## config.mk

```make
export PLATFORM = sky130hd
export DESIGN_NAME = drop_tail_queue_with_saturation_feedback_flat
export DESIGN_NICKNAME = d
export VERILOG_FILES = /design/src/rtl/dtq_pkg.sv /design/src/rtl/dtq_ifs.sv /design/src/rtl/drop_tail_queue_with_saturation_feedback.sv /design/src/rtl/dtq_cfg.sv /design/src/rtl/dtq_store.sv /design/src/rtl/dtq_step.sv /design/src/flat_wrapper.sv
export SDC_FILE = /design/constraint.sdc
export NUM_CORES = 2
export LEC_CHECK = 0
export BUFFER_PORTS_ARGS = -buffer_cell sky130_fd_sc_hd__buf_4
export CORE_MARGIN = 2
export CORE_UTILIZATION = 51
export DETAILED_ROUTE_END_ITERATION = 8
export HOLD_SLACK_MARGIN = 0.1
export PLACE_DENSITY = 0.71
export SLEW_MARGIN = 20
export SYNTH_ARGS = -nofsm -noshare
export SYNTH_HDL_FRONTEND = slang
export SYNTH_MEMORY_MAX_BITS = 65536
export SYNTH_SLANG_ARGS = --single-unit
```

## constraint.sdc

```tcl
create_clock -name i_clk -period 13.5 [get_ports i_clk]
set_input_delay 2.025 -clock i_clk [delete_from_list [all_inputs] [get_ports i_clk]]
set_output_delay 2.025 -clock i_clk [all_outputs]
set_load 0.05 [all_outputs]
```

## src/rtl/dtq_pkg.sv

```systemverilog
// Shared types and constants for the drop-tail queue with saturation feedback.
// No dependencies; every other file of the block uses it by scoped names.
`timescale 1ns / 1ps
`default_nettype none

package dtq_pkg;

    // Default geometry
    localparam int unsigned DEF_DEPTH    = 256;
    localparam int unsigned DEF_TAG_BITS = 16;

    // Configuration port
    localparam int unsigned CFG_W     = 9;
    localparam int unsigned CFG_IDX_W = 1;
    localparam logic [CFG_IDX_W-1:0] CFG_IDX_QUEUE_LIMIT = 1'b0;
    localparam logic [CFG_IDX_W-1:0] CFG_IDX_SAT_LEVEL   = 1'b1;
    localparam logic [CFG_W-1:0] RST_QUEUE_LIMIT = 9'd256;
    localparam logic [CFG_W-1:0] RST_SAT_LEVEL   = 9'd192;

    // Reported length width
    localparam int unsigned LEN_W = 9;

    // Event codes
    localparam logic ACT_ARRIVAL = 1'b0;
    localparam logic ACT_DONE    = 1'b1;

    typedef struct packed {
        logic [CFG_W-1:0] queue_limit;
        logic [CFG_W-1:0] saturation_level;
    } t_cfg;

    // Result fields apart from the tag, whose width is a parameter
    typedef struct packed {
        logic             sent_valid;
        logic             sent_is_feedback;
        logic             sent_feedback_value;
        logic             dropped;
        logic [LEN_W-1:0] queue_length;
        logic             busy_res;
    } t_res_flags;

endpackage

`default_nettype wire

```

## src/rtl/dtq_ifs.sv

```systemverilog
// Valid/ready channel interfaces: event input and result output.
// Depends on dtq_pkg for default widths.
`timescale 1ns / 1ps
`default_nettype none

interface dtq_in_if #(
    parameter int unsigned TAG_BITS = dtq_pkg::DEF_TAG_BITS
);
    logic                valid;
    logic                ready;
    logic                action;
    logic [TAG_BITS-1:0] packet_tag;

    modport source (output valid, action, packet_tag, input ready);
    modport sink   (input valid, action, packet_tag, output ready);
endinterface

interface dtq_out_if #(
    parameter int unsigned TAG_BITS = dtq_pkg::DEF_TAG_BITS
);
    logic                      valid;
    logic                      ready;
    logic                      sent_valid;
    logic [TAG_BITS-1:0]       sent_tag;
    logic                      sent_is_feedback;
    logic                      sent_feedback_value;
    logic                      dropped;
    logic [dtq_pkg::LEN_W-1:0] queue_length;
    logic                      busy_res;

    modport source (output valid, sent_valid, sent_tag, sent_is_feedback,
                    sent_feedback_value, dropped, queue_length, busy_res,
                    input ready);
    modport sink   (input valid, sent_valid, sent_tag, sent_is_feedback,
                    sent_feedback_value, dropped, queue_length, busy_res,
                    output ready);
endinterface

`default_nettype wire

```

## src/rtl/drop_tail_queue_with_saturation_feedback.sv

```systemverilog
// Drop-tail packet queue with saturation feedback: top level.
// An input transfer reaches its result through the input register and then the result register.
// Throughput: 1 event per cycle while the result channel is not stalled; the head entry sits
// in a register and the entry behind it is prefetched from the one-write one-read entry memory.
// Reset (synchronous, active low): queue empty, server idle, not saturated, limit 256,
// saturation level 192. The entry memory is not cleared; only held entries are ever used.
`timescale 1ns / 1ps
`default_nettype none

module drop_tail_queue_with_saturation_feedback #(
    parameter int unsigned DEPTH    = dtq_pkg::DEF_DEPTH,
    parameter int unsigned TAG_BITS = dtq_pkg::DEF_TAG_BITS
) (
    input  wire logic                          i_clk,
    input  wire logic                          i_rst_n,
    dtq_in_if.sink                             i_pkt,
    dtq_out_if.source                          o_res,
    input  wire logic                          i_cfg_we,
    input  wire logic [dtq_pkg::CFG_IDX_W-1:0] i_cfg_idx,
    input  wire logic [dtq_pkg::CFG_W-1:0]     i_cfg_data
);

    localparam int unsigned EW = TAG_BITS + 2;
    localparam int unsigned IW = $clog2(DEPTH);

    // Input register: holds one event until it can advance into the result register
    logic                r_in_vld;
    logic                n_in_vld;
    logic                r_in_act;
    logic [TAG_BITS-1:0] r_in_tag;

    // Result register
    logic                r_out_vld;
    logic                n_out_vld;
    dtq_pkg::t_res_flags r_out;
    logic [TAG_BITS-1:0] r_out_tag;

    logic                in_xfer;
    logic                fire;

    dtq_pkg::t_cfg       cfg;
    dtq_pkg::t_res_flags step_res;
    logic [TAG_BITS-1:0] step_tag;

    logic                wr_en;
    logic [IW-1:0]       wr_addr;
    logic [EW-1:0]       wr_data;
    logic [IW-1:0]       rd_addr;
    logic [EW-1:0]       rd_data;

    // Advance the held event when the result register is free or drains this cycle
    assign fire        = r_in_vld && (!r_out_vld || o_res.ready);
    assign i_pkt.ready = !r_in_vld || fire;
    assign in_xfer     = i_pkt.valid && i_pkt.ready;

    always_comb begin
        n_in_vld = r_in_vld;
        if (in_xfer) begin
            n_in_vld = 1'b1;
        end else if (fire) begin
            n_in_vld = 1'b0;
        end

        n_out_vld = r_out_vld;
        if (fire) begin
            n_out_vld = 1'b1;
        end else if (o_res.ready) begin
            n_out_vld = 1'b0;
        end
    end

    always_ff @(posedge i_clk) begin
        if (!i_rst_n) begin
            r_in_vld  <= 1'b0;
            r_out_vld <= 1'b0;
        end else begin
            r_in_vld  <= n_in_vld;
            r_out_vld <= n_out_vld;
        end
    end

    // Payload registers: load on transfer, hold otherwise
    always_ff @(posedge i_clk) begin
        if (in_xfer) begin
            r_in_act <= i_pkt.action;
            r_in_tag <= i_pkt.packet_tag;
        end
        if (fire) begin
            r_out     <= step_res;
            r_out_tag <= step_tag;
        end
    end

    dtq_cfg u_cfg (
        .i_clk      (i_clk),
        .i_rst_n    (i_rst_n),
        .i_cfg_we   (i_cfg_we),
        .i_cfg_idx  (i_cfg_idx),
        .i_cfg_data (i_cfg_data),
        .o_cfg      (cfg)
    );

    dtq_store #(
        .DEPTH (DEPTH),
        .EW    (EW)
    ) u_store (
        .i_clk     (i_clk),
        .i_wr_en   (wr_en),
        .i_wr_addr (wr_addr),
        .i_wr_data (wr_data),
        .i_rd_addr (rd_addr),
        .o_rd_data (rd_data)
    );

    dtq_step #(
        .DEPTH    (DEPTH),
        .TAG_BITS (TAG_BITS)
    ) u_step (
        .i_clk      (i_clk),
        .i_rst_n    (i_rst_n),
        .i_fire     (fire),
        .i_action   (r_in_act),
        .i_tag      (r_in_tag),
        .i_cfg      (cfg),
        .i_rd_data  (rd_data),
        .o_wr_en    (wr_en),
        .o_wr_addr  (wr_addr),
        .o_wr_data  (wr_data),
        .o_rd_addr  (rd_addr),
        .o_res      (step_res),
        .o_sent_tag (step_tag)
    );

    // Drive the result channel straight from the result register
    assign o_res.valid               = r_out_vld;
    assign o_res.sent_valid          = r_out.sent_valid;
    assign o_res.sent_tag            = r_out_tag;
    assign o_res.sent_is_feedback    = r_out.sent_is_feedback;
    assign o_res.sent_feedback_value = r_out.sent_feedback_value;
    assign o_res.dropped             = r_out.dropped;
    assign o_res.queue_length        = r_out.queue_length;
    assign o_res.busy_res            = r_out.busy_res;

endmodule

`default_nettype wire

```

## src/rtl/dtq_cfg.sv

```systemverilog
// Configuration registers: queue limit and saturation level.
// Depends on dtq_pkg.
`timescale 1ns / 1ps
`default_nettype none

module dtq_cfg (
    input  wire logic                          i_clk,
    input  wire logic                          i_rst_n,
    input  wire logic                          i_cfg_we,
    input  wire logic [dtq_pkg::CFG_IDX_W-1:0] i_cfg_idx,
    input  wire logic [dtq_pkg::CFG_W-1:0]     i_cfg_data,
    output dtq_pkg::t_cfg                      o_cfg
);

    dtq_pkg::t_cfg r_cfg;
    dtq_pkg::t_cfg n_cfg;

    always_comb begin
        n_cfg = r_cfg;
        if (i_cfg_we) begin
            case (i_cfg_idx)
                dtq_pkg::CFG_IDX_QUEUE_LIMIT: n_cfg.queue_limit      = i_cfg_data;
                dtq_pkg::CFG_IDX_SAT_LEVEL:   n_cfg.saturation_level = i_cfg_data;
                default:                      n_cfg = r_cfg;
            endcase
        end
    end

    always_ff @(posedge i_clk) begin
        if (!i_rst_n) begin
            r_cfg.queue_limit      <= dtq_pkg::RST_QUEUE_LIMIT;
            r_cfg.saturation_level <= dtq_pkg::RST_SAT_LEVEL;
        end else begin
            r_cfg <= n_cfg;
        end
    end

    assign o_cfg = r_cfg;

endmodule

`default_nettype wire

```

## src/rtl/dtq_store.sv

```systemverilog
// Entry memory: one write port, one registered read port with write bypass.
// Depends on dtq_pkg for default sizes.
`timescale 1ns / 1ps
`default_nettype none

module dtq_store #(
    parameter  int unsigned DEPTH = dtq_pkg::DEF_DEPTH,
    parameter  int unsigned EW    = dtq_pkg::DEF_TAG_BITS + 2,
    localparam int unsigned IW    = $clog2(DEPTH)
) (
    input  wire logic          i_clk,
    input  wire logic          i_wr_en,
    input  wire logic [IW-1:0] i_wr_addr,
    input  wire logic [EW-1:0] i_wr_data,
    input  wire logic [IW-1:0] i_rd_addr,
    output logic      [EW-1:0] o_rd_data
);

    logic [EW-1:0] r_mem [DEPTH];
    logic [EW-1:0] r_rd_data;

    always_ff @(posedge i_clk) begin
        if (i_wr_en) begin
            r_mem[i_wr_addr] <= i_wr_data;
        end
    end

    // Forward a same-cycle write to the read port
    always_ff @(posedge i_clk) begin
        if (i_wr_en && (i_wr_addr == i_rd_addr)) begin
            r_rd_data <= i_wr_data;
        end else begin
            r_rd_data <= r_mem[i_rd_addr];
        end
    end

    assign o_rd_data = r_rd_data;

endmodule

`default_nettype wire

```

## src/rtl/dtq_step.sv

```systemverilog
// Queue state and the per-event update: drop, append, serve, feedback push.
// Depends on dtq_pkg; drives the write and read-ahead ports of dtq_store.
`timescale 1ns / 1ps
`default_nettype none

module dtq_step #(
    parameter  int unsigned DEPTH    = dtq_pkg::DEF_DEPTH,
    parameter  int unsigned TAG_BITS = dtq_pkg::DEF_TAG_BITS,
    localparam int unsigned EW       = TAG_BITS + 2,
    localparam int unsigned IW       = $clog2(DEPTH)
) (
    input  wire logic                i_clk,
    input  wire logic                i_rst_n,
    input  wire logic                i_fire,
    input  wire logic                i_action,
    input  wire logic [TAG_BITS-1:0] i_tag,
    input  wire dtq_pkg::t_cfg       i_cfg,
    input  wire logic [EW-1:0]       i_rd_data,
    output logic                     o_wr_en,
    output logic      [IW-1:0]       o_wr_addr,
    output logic      [EW-1:0]       o_wr_data,
    output logic      [IW-1:0]       o_rd_addr,
    output dtq_pkg::t_res_flags      o_res,
    output logic      [TAG_BITS-1:0] o_sent_tag
);

    localparam int unsigned CNT_W = $clog2(DEPTH + 1);
    localparam int unsigned SUM_W = CNT_W + 1;
    localparam int unsigned CMP_W = (CNT_W > dtq_pkg::CFG_W) ? CNT_W : dtq_pkg::CFG_W;
    localparam int unsigned FB_POS  = TAG_BITS;
    localparam int unsigned VAL_POS = TAG_BITS + 1;

    function automatic logic [IW-1:0] slot_inc(input logic [IW-1:0] idx);
        logic [IW-1:0] res;
        if (idx == IW'(DEPTH - 1)) begin
            res = '0;
        end else begin
            res = idx + IW'(1);
        end
        return res;
    endfunction

    logic [IW-1:0]    r_head;
    logic [IW-1:0]    n_head;
    logic [CNT_W-1:0] r_count;
    logic [CNT_W-1:0] n_count;
    logic             r_sat;
    logic             n_sat;
    logic             r_busy;
    logic             n_busy;
    logic [EW-1:0]    r_hd;      // entry at the head; memory copy may be stale
    logic [EW-1:0]    n_hd;

    logic             cnt_zero;
    logic             cnt_one;
    logic             full;
    logic             do_app;
    logic             do_drop;
    logic             do_serve;
    logic             sat;
    logic             push;
    logic [CNT_W-1:0] cnt_app;
    logic [CNT_W-1:0] cnt_pop;
    logic [SUM_W-1:0] tail_sum;
    logic [IW-1:0]    tail;
    logic [IW-1:0]    head_inc;
    logic [EW-1:0]    tag_ent;
    logic [EW-1:0]    fb_ent;
    logic [EW-1:0]    pop_ent;
    logic [CMP_W-1:0] len_ext;

    always_comb begin
        cnt_zero = (r_count == '0);
        cnt_one  = (r_count == CNT_W'(1));
        full     = (CMP_W'(r_count) >= CMP_W'(i_cfg.queue_limit))
                || (r_count == CNT_W'(DEPTH));
        do_app   = (i_action == dtq_pkg::ACT_ARRIVAL) && !full;
        do_drop  = (i_action == dtq_pkg::ACT_ARRIVAL) && full;
        do_serve = (do_app && !r_busy)
                || ((i_action == dtq_pkg::ACT_DONE) && !cnt_zero);

        tag_ent  = {2'b00, i_tag};
        // An empty queue with an idle server serves the arriving packet straight away
        pop_ent  = cnt_zero ? tag_ent : r_hd;

        cnt_app  = r_count + CNT_W'(do_app);
        cnt_pop  = cnt_app - CNT_W'(do_serve);
        sat      = CMP_W'(cnt_pop) > CMP_W'(i_cfg.saturation_level);
        push     = do_serve && (sat != r_sat);
        fb_ent   = {sat, 1'b1, TAG_BITS'(0)};

        tail_sum = SUM_W'(r_head) + SUM_W'(r_count);
        if (tail_sum >= SUM_W'(DEPTH)) begin
            tail_sum = tail_sum - SUM_W'(DEPTH);
        end
        tail     = tail_sum[IW-1:0];
        head_inc = slot_inc(r_head);
    end

    // Next state: pop then push at the front leaves the head index in place
    always_comb begin
        n_head  = r_head;
        n_count = r_count;
        n_sat   = r_sat;
        n_busy  = r_busy;
        n_hd    = r_hd;
        if (i_fire) begin
            n_count = cnt_pop + CNT_W'(push);
            if (do_serve && !push) begin
                n_head = head_inc;
            end
            if (do_serve) begin
                n_sat  = sat;
                n_busy = 1'b1;
            end else if (i_action == dtq_pkg::ACT_DONE) begin
                n_busy = 1'b0;
            end
            if (push) begin
                n_hd = fb_ent;
            end else if (do_serve) begin
                // Second entry: just appended, or prefetched from memory
                n_hd = cnt_one ? tag_ent : i_rd_data;
            end else if (do_app && cnt_zero) begin
                n_hd = tag_ent;
            end
        end
    end

    always_ff @(posedge i_clk) begin
        if (!i_rst_n) begin
            r_head  <= '0;
            r_count <= '0;
            r_sat   <= 1'b0;
            r_busy  <= 1'b0;
        end else begin
            r_head  <= n_head;
            r_count <= n_count;
            r_sat   <= n_sat;
            r_busy  <= n_busy;
        end
    end

    always_ff @(posedge i_clk) begin
        r_hd <= n_hd;
    end

    assign o_wr_en   = i_fire && do_app;
    assign o_wr_addr = tail;
    assign o_wr_data = tag_ent;
    // Keep the entry behind the head prefetched for the next event
    assign o_rd_addr = slot_inc(n_head);

    always_comb begin
        len_ext                   = CMP_W'(n_count);
        o_res.sent_valid          = do_serve;
        o_res.sent_is_feedback    = do_serve && pop_ent[FB_POS];
        o_res.sent_feedback_value = do_serve && pop_ent[FB_POS] && pop_ent[VAL_POS];
        o_res.dropped             = do_drop;
        o_res.queue_length        = len_ext[dtq_pkg::LEN_W-1:0];
        o_res.busy_res            = n_busy;
        o_sent_tag                = (do_serve && !pop_ent[FB_POS])
                                  ? pop_ent[TAG_BITS-1:0] : '0;
    end

endmodule

`default_nettype wire

```

## src/flat_wrapper.sv

```systemverilog
// flat-port wrapper written by rule: the top's interface ports become plain ports
module drop_tail_queue_with_saturation_feedback_flat 
#(
    parameter int unsigned DEPTH    = dtq_pkg::DEF_DEPTH,
    parameter int unsigned TAG_BITS = dtq_pkg::DEF_TAG_BITS
)
  (i_clk, i_rst_n, i_cfg_we, i_cfg_idx, i_cfg_data, i_pkt_valid, i_pkt_action, i_pkt_packet_tag, i_pkt_ready, o_res_valid, o_res_sent_valid, o_res_sent_tag, o_res_sent_is_feedback, o_res_sent_feedback_value, o_res_dropped, o_res_queue_length, o_res_busy_res, o_res_ready);
  dtq_in_if #(.TAG_BITS(TAG_BITS)) i_pkt_i ();
  dtq_out_if #(.TAG_BITS(TAG_BITS)) o_res_i ();
  input  wire logic i_clk;
  input  wire logic i_rst_n;
  input  wire logic i_cfg_we;
  input  wire logic [dtq_pkg::CFG_IDX_W-1:0] i_cfg_idx;
  input  wire logic [dtq_pkg::CFG_W-1:0] i_cfg_data;
  input wire logic [$bits(i_pkt_i.valid)-1:0] i_pkt_valid;
  input wire logic [$bits(i_pkt_i.action)-1:0] i_pkt_action;
  input wire logic [$bits(i_pkt_i.packet_tag)-1:0] i_pkt_packet_tag;
  output wire logic [$bits(i_pkt_i.ready)-1:0] i_pkt_ready;
  output wire logic [$bits(o_res_i.valid)-1:0] o_res_valid;
  output wire logic [$bits(o_res_i.sent_valid)-1:0] o_res_sent_valid;
  output wire logic [$bits(o_res_i.sent_tag)-1:0] o_res_sent_tag;
  output wire logic [$bits(o_res_i.sent_is_feedback)-1:0] o_res_sent_is_feedback;
  output wire logic [$bits(o_res_i.sent_feedback_value)-1:0] o_res_sent_feedback_value;
  output wire logic [$bits(o_res_i.dropped)-1:0] o_res_dropped;
  output wire logic [$bits(o_res_i.queue_length)-1:0] o_res_queue_length;
  output wire logic [$bits(o_res_i.busy_res)-1:0] o_res_busy_res;
  input wire logic [$bits(o_res_i.ready)-1:0] o_res_ready;
  assign i_pkt_i.valid = i_pkt_valid;
  assign i_pkt_i.action = i_pkt_action;
  assign i_pkt_i.packet_tag = i_pkt_packet_tag;
  assign i_pkt_ready = i_pkt_i.ready;
  assign o_res_valid = o_res_i.valid;
  assign o_res_sent_valid = o_res_i.sent_valid;
  assign o_res_sent_tag = o_res_i.sent_tag;
  assign o_res_sent_is_feedback = o_res_i.sent_is_feedback;
  assign o_res_sent_feedback_value = o_res_i.sent_feedback_value;
  assign o_res_dropped = o_res_i.dropped;
  assign o_res_queue_length = o_res_i.queue_length;
  assign o_res_busy_res = o_res_i.busy_res;
  assign o_res_i.ready = o_res_ready;
  drop_tail_queue_with_saturation_feedback #(.DEPTH(DEPTH), .TAG_BITS(TAG_BITS)) u_core (.i_clk(i_clk), .i_rst_n(i_rst_n), .i_pkt(i_pkt_i), .o_res(o_res_i), .i_cfg_we(i_cfg_we), .i_cfg_idx(i_cfg_idx), .i_cfg_data(i_cfg_data));
endmodule
```

==> results.yml <==
pwr:
  p_switching_uw: 7680
  p_sw_share_pct: 25.5
  ir_drop_v: 0.000203
  power_density_nw_per_um2: 164
  p_leak_uw: 0.0567
  power_frac_clock_pct: 36.6
  power.internal_uw: 22400
  power_frac_seq_pct: 48.5
  share_comb_of_total_power_pct: 14.9
yosys:
  synth_edf_count: 4161
  yosysUniqueCellTypes: 63
  ys_ff_latch: 4208
  ys_seq_area_share_pct: 77.5
  syn_area_sq_um: 162000
  avgSynthCellArea_sq_um: 23.5
  synth_common_cells: "4,161 x edfxtp_1, 1,280 x mux4_2, 261 x nor3_1"
  yosysWarnings: 0
  synth-main-ff-cell: "edfxtp_1"
  syn-num-nets: 6989
  yosysMostFrequentCell: "edfxtp_1"
  synth_top_area_share_pct: 76.9
  syn-instance-count: 6914
  yosysTopAreaCell: "edfxtp_1"
  synth_area_leaders: "edfxtp_1 77%, mux4_2 18%, nor3_1 0.80%"
  synthArstFlopShare_pct: 0
detailed_routing:
  drc: 0
  vias: 77500
  firstDrtPassIters: 6
  drtIter0Drc: 10887
  drtAntennaViolNets: 0
  wl_um: 398000
  wl_per_cell_um: 33.5
  via_per_inst: 6.53
sta:
  setup_viol_count_final: 0
  whs_ns: 0.470
  finalCriticalPeriod_ns: 8.03
  tns_ns: 0
  rsz0062_at_grt: "false"
  fin_crit_sh_pct: 59.4
  slew_violations: 0
  tightestPinTransition_ns: 1.20
  finalClockSkew_ns: 0.0632
  fmax_mhz: 125
  hold_violations: 0
  max_slew_margin_pct: 19.8
  layout_setup_ws_ns: 5.47
worst_setup_path:
  cp_common_cell: "ha_1"
  rr_worst_depth: 28
  end_kind: "flip-flop"
  rr_startpoint: "u_core.u_step.r_count[7]"
  crit_fanout: 18
  start_kind: "flip-flop"
  slowest_delay_ns: 0.61
  worstPathRequired_ns: 14.36
  arrival_ns: 8.88
  crit_type: "reg2reg"
  critPathSlowestCell: "or3_1"
  rrSetupSlack_ns: 5.47
clock_tree:
  clk_pin_slew_ns: 0.06
  post_cts_buffers: 0
  cts-htree-levels: 5
  clock_path_buffers: 4
  cts_num_sinks: 4208
  root_buffer: "clkbuf_16"
  cts_resized: 0
  cts_tree: "built"
  cts_buffers: 413
  cts_hold_buf: 0
  clkLatencyLatePin_ns: 0.99
layout:
  layout-drive-gt1-share_pct: 33.0
  syn2layout_area_growth_pct: 13.2
  final_nets: 7431
  fin_area_sq_um: 184000
min_path:
  hp-start: "u_core.u_cfg.o_cfg[13]"
  whs_endpoint: "u_core.u_cfg.o_cfg[13]"
  hp-class: "reg2reg"
  whs_path_depth: 2
flow_run:
  drv_cap: 0
floorplan:
  dieWidth_um: 568
  die_h_um: 568
  num_rows: 207
  die-area_sq_um: 323000
  initial_utilization_pct: 51.2
  core_region_area_sq_um: 318000
  io_pins: 64
global_routing:
  grt_first_pass_wirelength_um: 566000
  grt_max_degree: 211
  globalRouteOverflowTotal: 0
  grt_usage_pct: 24.5
  antenna_found_initial: 11
  grt_pass1_vias: 76418
place:
  gp_congestion: 0.870
  port_buffers: 63
  dp_hpwl_um: 223000
  preCtsSetupSlack_ns: 5.73
  dpl_cell_area_sq_um: 171000
status:
  outcome: "finished, final reports clean"
## layer usage
layer  track usage (%)  part of all wire [%]  up-vias  wire length, um
li1                  -                     -    30654                -
met1              35.5                    39    41741           156000
met2              37.9                    47     4450           189000
met3              4.98                    10      651            39600
met4              7.80                   3.4        4            13500
met5                 0                0.0068        -               27
## metrics by stage
| stage | power, uW | instances | util (%) |
|---|---|---|---|
| floorplan | 17900 | 6914 | - |
| global placement | 19200 | 11115 | 53.8 |
| detailed placement | 19300 | 11115 | 53.8 |
| CTS | 30200 | 11866 | 57.9 |
| global route | 31000 | 11873 | 57.9 |
| finish | 30100 | 11877 | 57.9 |
## final cells by class
type                            count  area [sq um]
Antenna cell                        5          12.5
Clock buffer                      512         10800
Clock inverter                    239          2070
Fill cell                       22056        134000
Inverter                           40           150
Multi-Input combinational cell   2265         36100
Sequential cell                  4208        126000
Tap cell                         4180          5230
Timing Repair Buffer              428          3570
## layout by cell type, fill, tap and decap left out, drive strengths merged, types with 5 or more instances in the layout
cell,instances
a21boi,32
a21o,8
a21oi,83
a22o,16
a22oi,128
and2,21
and3,5
and4,5
buf,428
bufinv,27
clkbuf,512
clkinv,192
clkinvlp,13
dfxtp,47
diode,5
edfxtp,4161
ha,41
inv,47
mux4,1280
nand2,175
nand3,15
nand4,5
nor2,37
nor2b,10
nor3,262
o21ai,43
o21bai,6
or3,6
xnor2,17
xor2,13
## critical path, delay by kind of cell, from the launching register on
| family | cells | cell delay [ns] |
|---|---|---|
| AO/OA/AOI/OAI | 10 | 2.70 |
| AND/OR/NAND/NOR | 8 | 2.48 |
| adder cells (fa/ha/maj) | 5 | 1.34 |
| buffers and inverters | 4 | 0.61 |
| flip-flops | 1 | 0.39 |
| XOR/XNOR | 1 | 0.34 |
## how the worst max path moves through the flow
stage                     depth (start not counted)   endpoint  slack [ns]                     start
after floorplan                                  28  flip-flop        7.24  u_core.u_step.r_count[6]
after global placement                           28  flip-flop        5.82  u_core.u_step.r_count[7]
after detailed placement                         28  flip-flop        5.73  u_core.u_step.r_count[7]
after CTS                                        28  flip-flop        5.66  u_core.u_step.r_count[7]
after global routing                             28  flip-flop        4.87  u_core.u_step.r_count[6]
final                                            28  flip-flop        5.47  u_core.u_step.r_count[7]
## state kept, by name, summed over array words and instances, names as in the netlist, named ones only
register / cells
u_core.o_res.busy_res: 1
u_core.o_res.sent_tag: 16
u_core.u_store.r_mem: 4096
u_core.o_res.dropped: 1
u_core.u_step.r_count: 9
u_core.o_res.sent_valid: 1
u_core.r_in_vld: 1
u_core.u_step.r_hd: 18
u_core.u_step.r_head: 8
u_core.u_step.r_sat: 1
u_core.r_in_tag: 16
u_core.u_step.r_busy: 1
u_core.r_in_act: 1
u_core.o_res.queue_length: 9
u_core.u_cfg.o_cfg: 18
u_core.o_res.sent_feedback_value: 1
u_core.o_res.valid: 1
u_core.o_res.sent_is_feedback: 1
## cells by family (layout without fill, tap and decap cells)
group	after synthesis	after routing	synth area share, %
adder cells (fa/ha/maj)	43	43	0.340
AO/OA/AOI/OAI	350	350	1.45
AND/OR/NAND/NOR	560	560	1.65
other	0	5	0
XOR/XNOR	30	30	0.162
flip-flops	4208	4208	77.5
multiplexers	1282	1282	17.8
buffers and inverters	441	1219	1.14
## power by group through the flow
stage | Combinational [uW] | Clock, uW | Sequential (uW)
finish | 4490 | 11000 | 14600
global placement | 4360 | 0 | 14900
global route | 4760 | 11700 | 14600
floorplan | 2850 | 0 | 15000
CTS | 4450 | 11200 | 14600
detailed placement | 4420 | 0 | 14900
(Power assumes the default switching activity.)
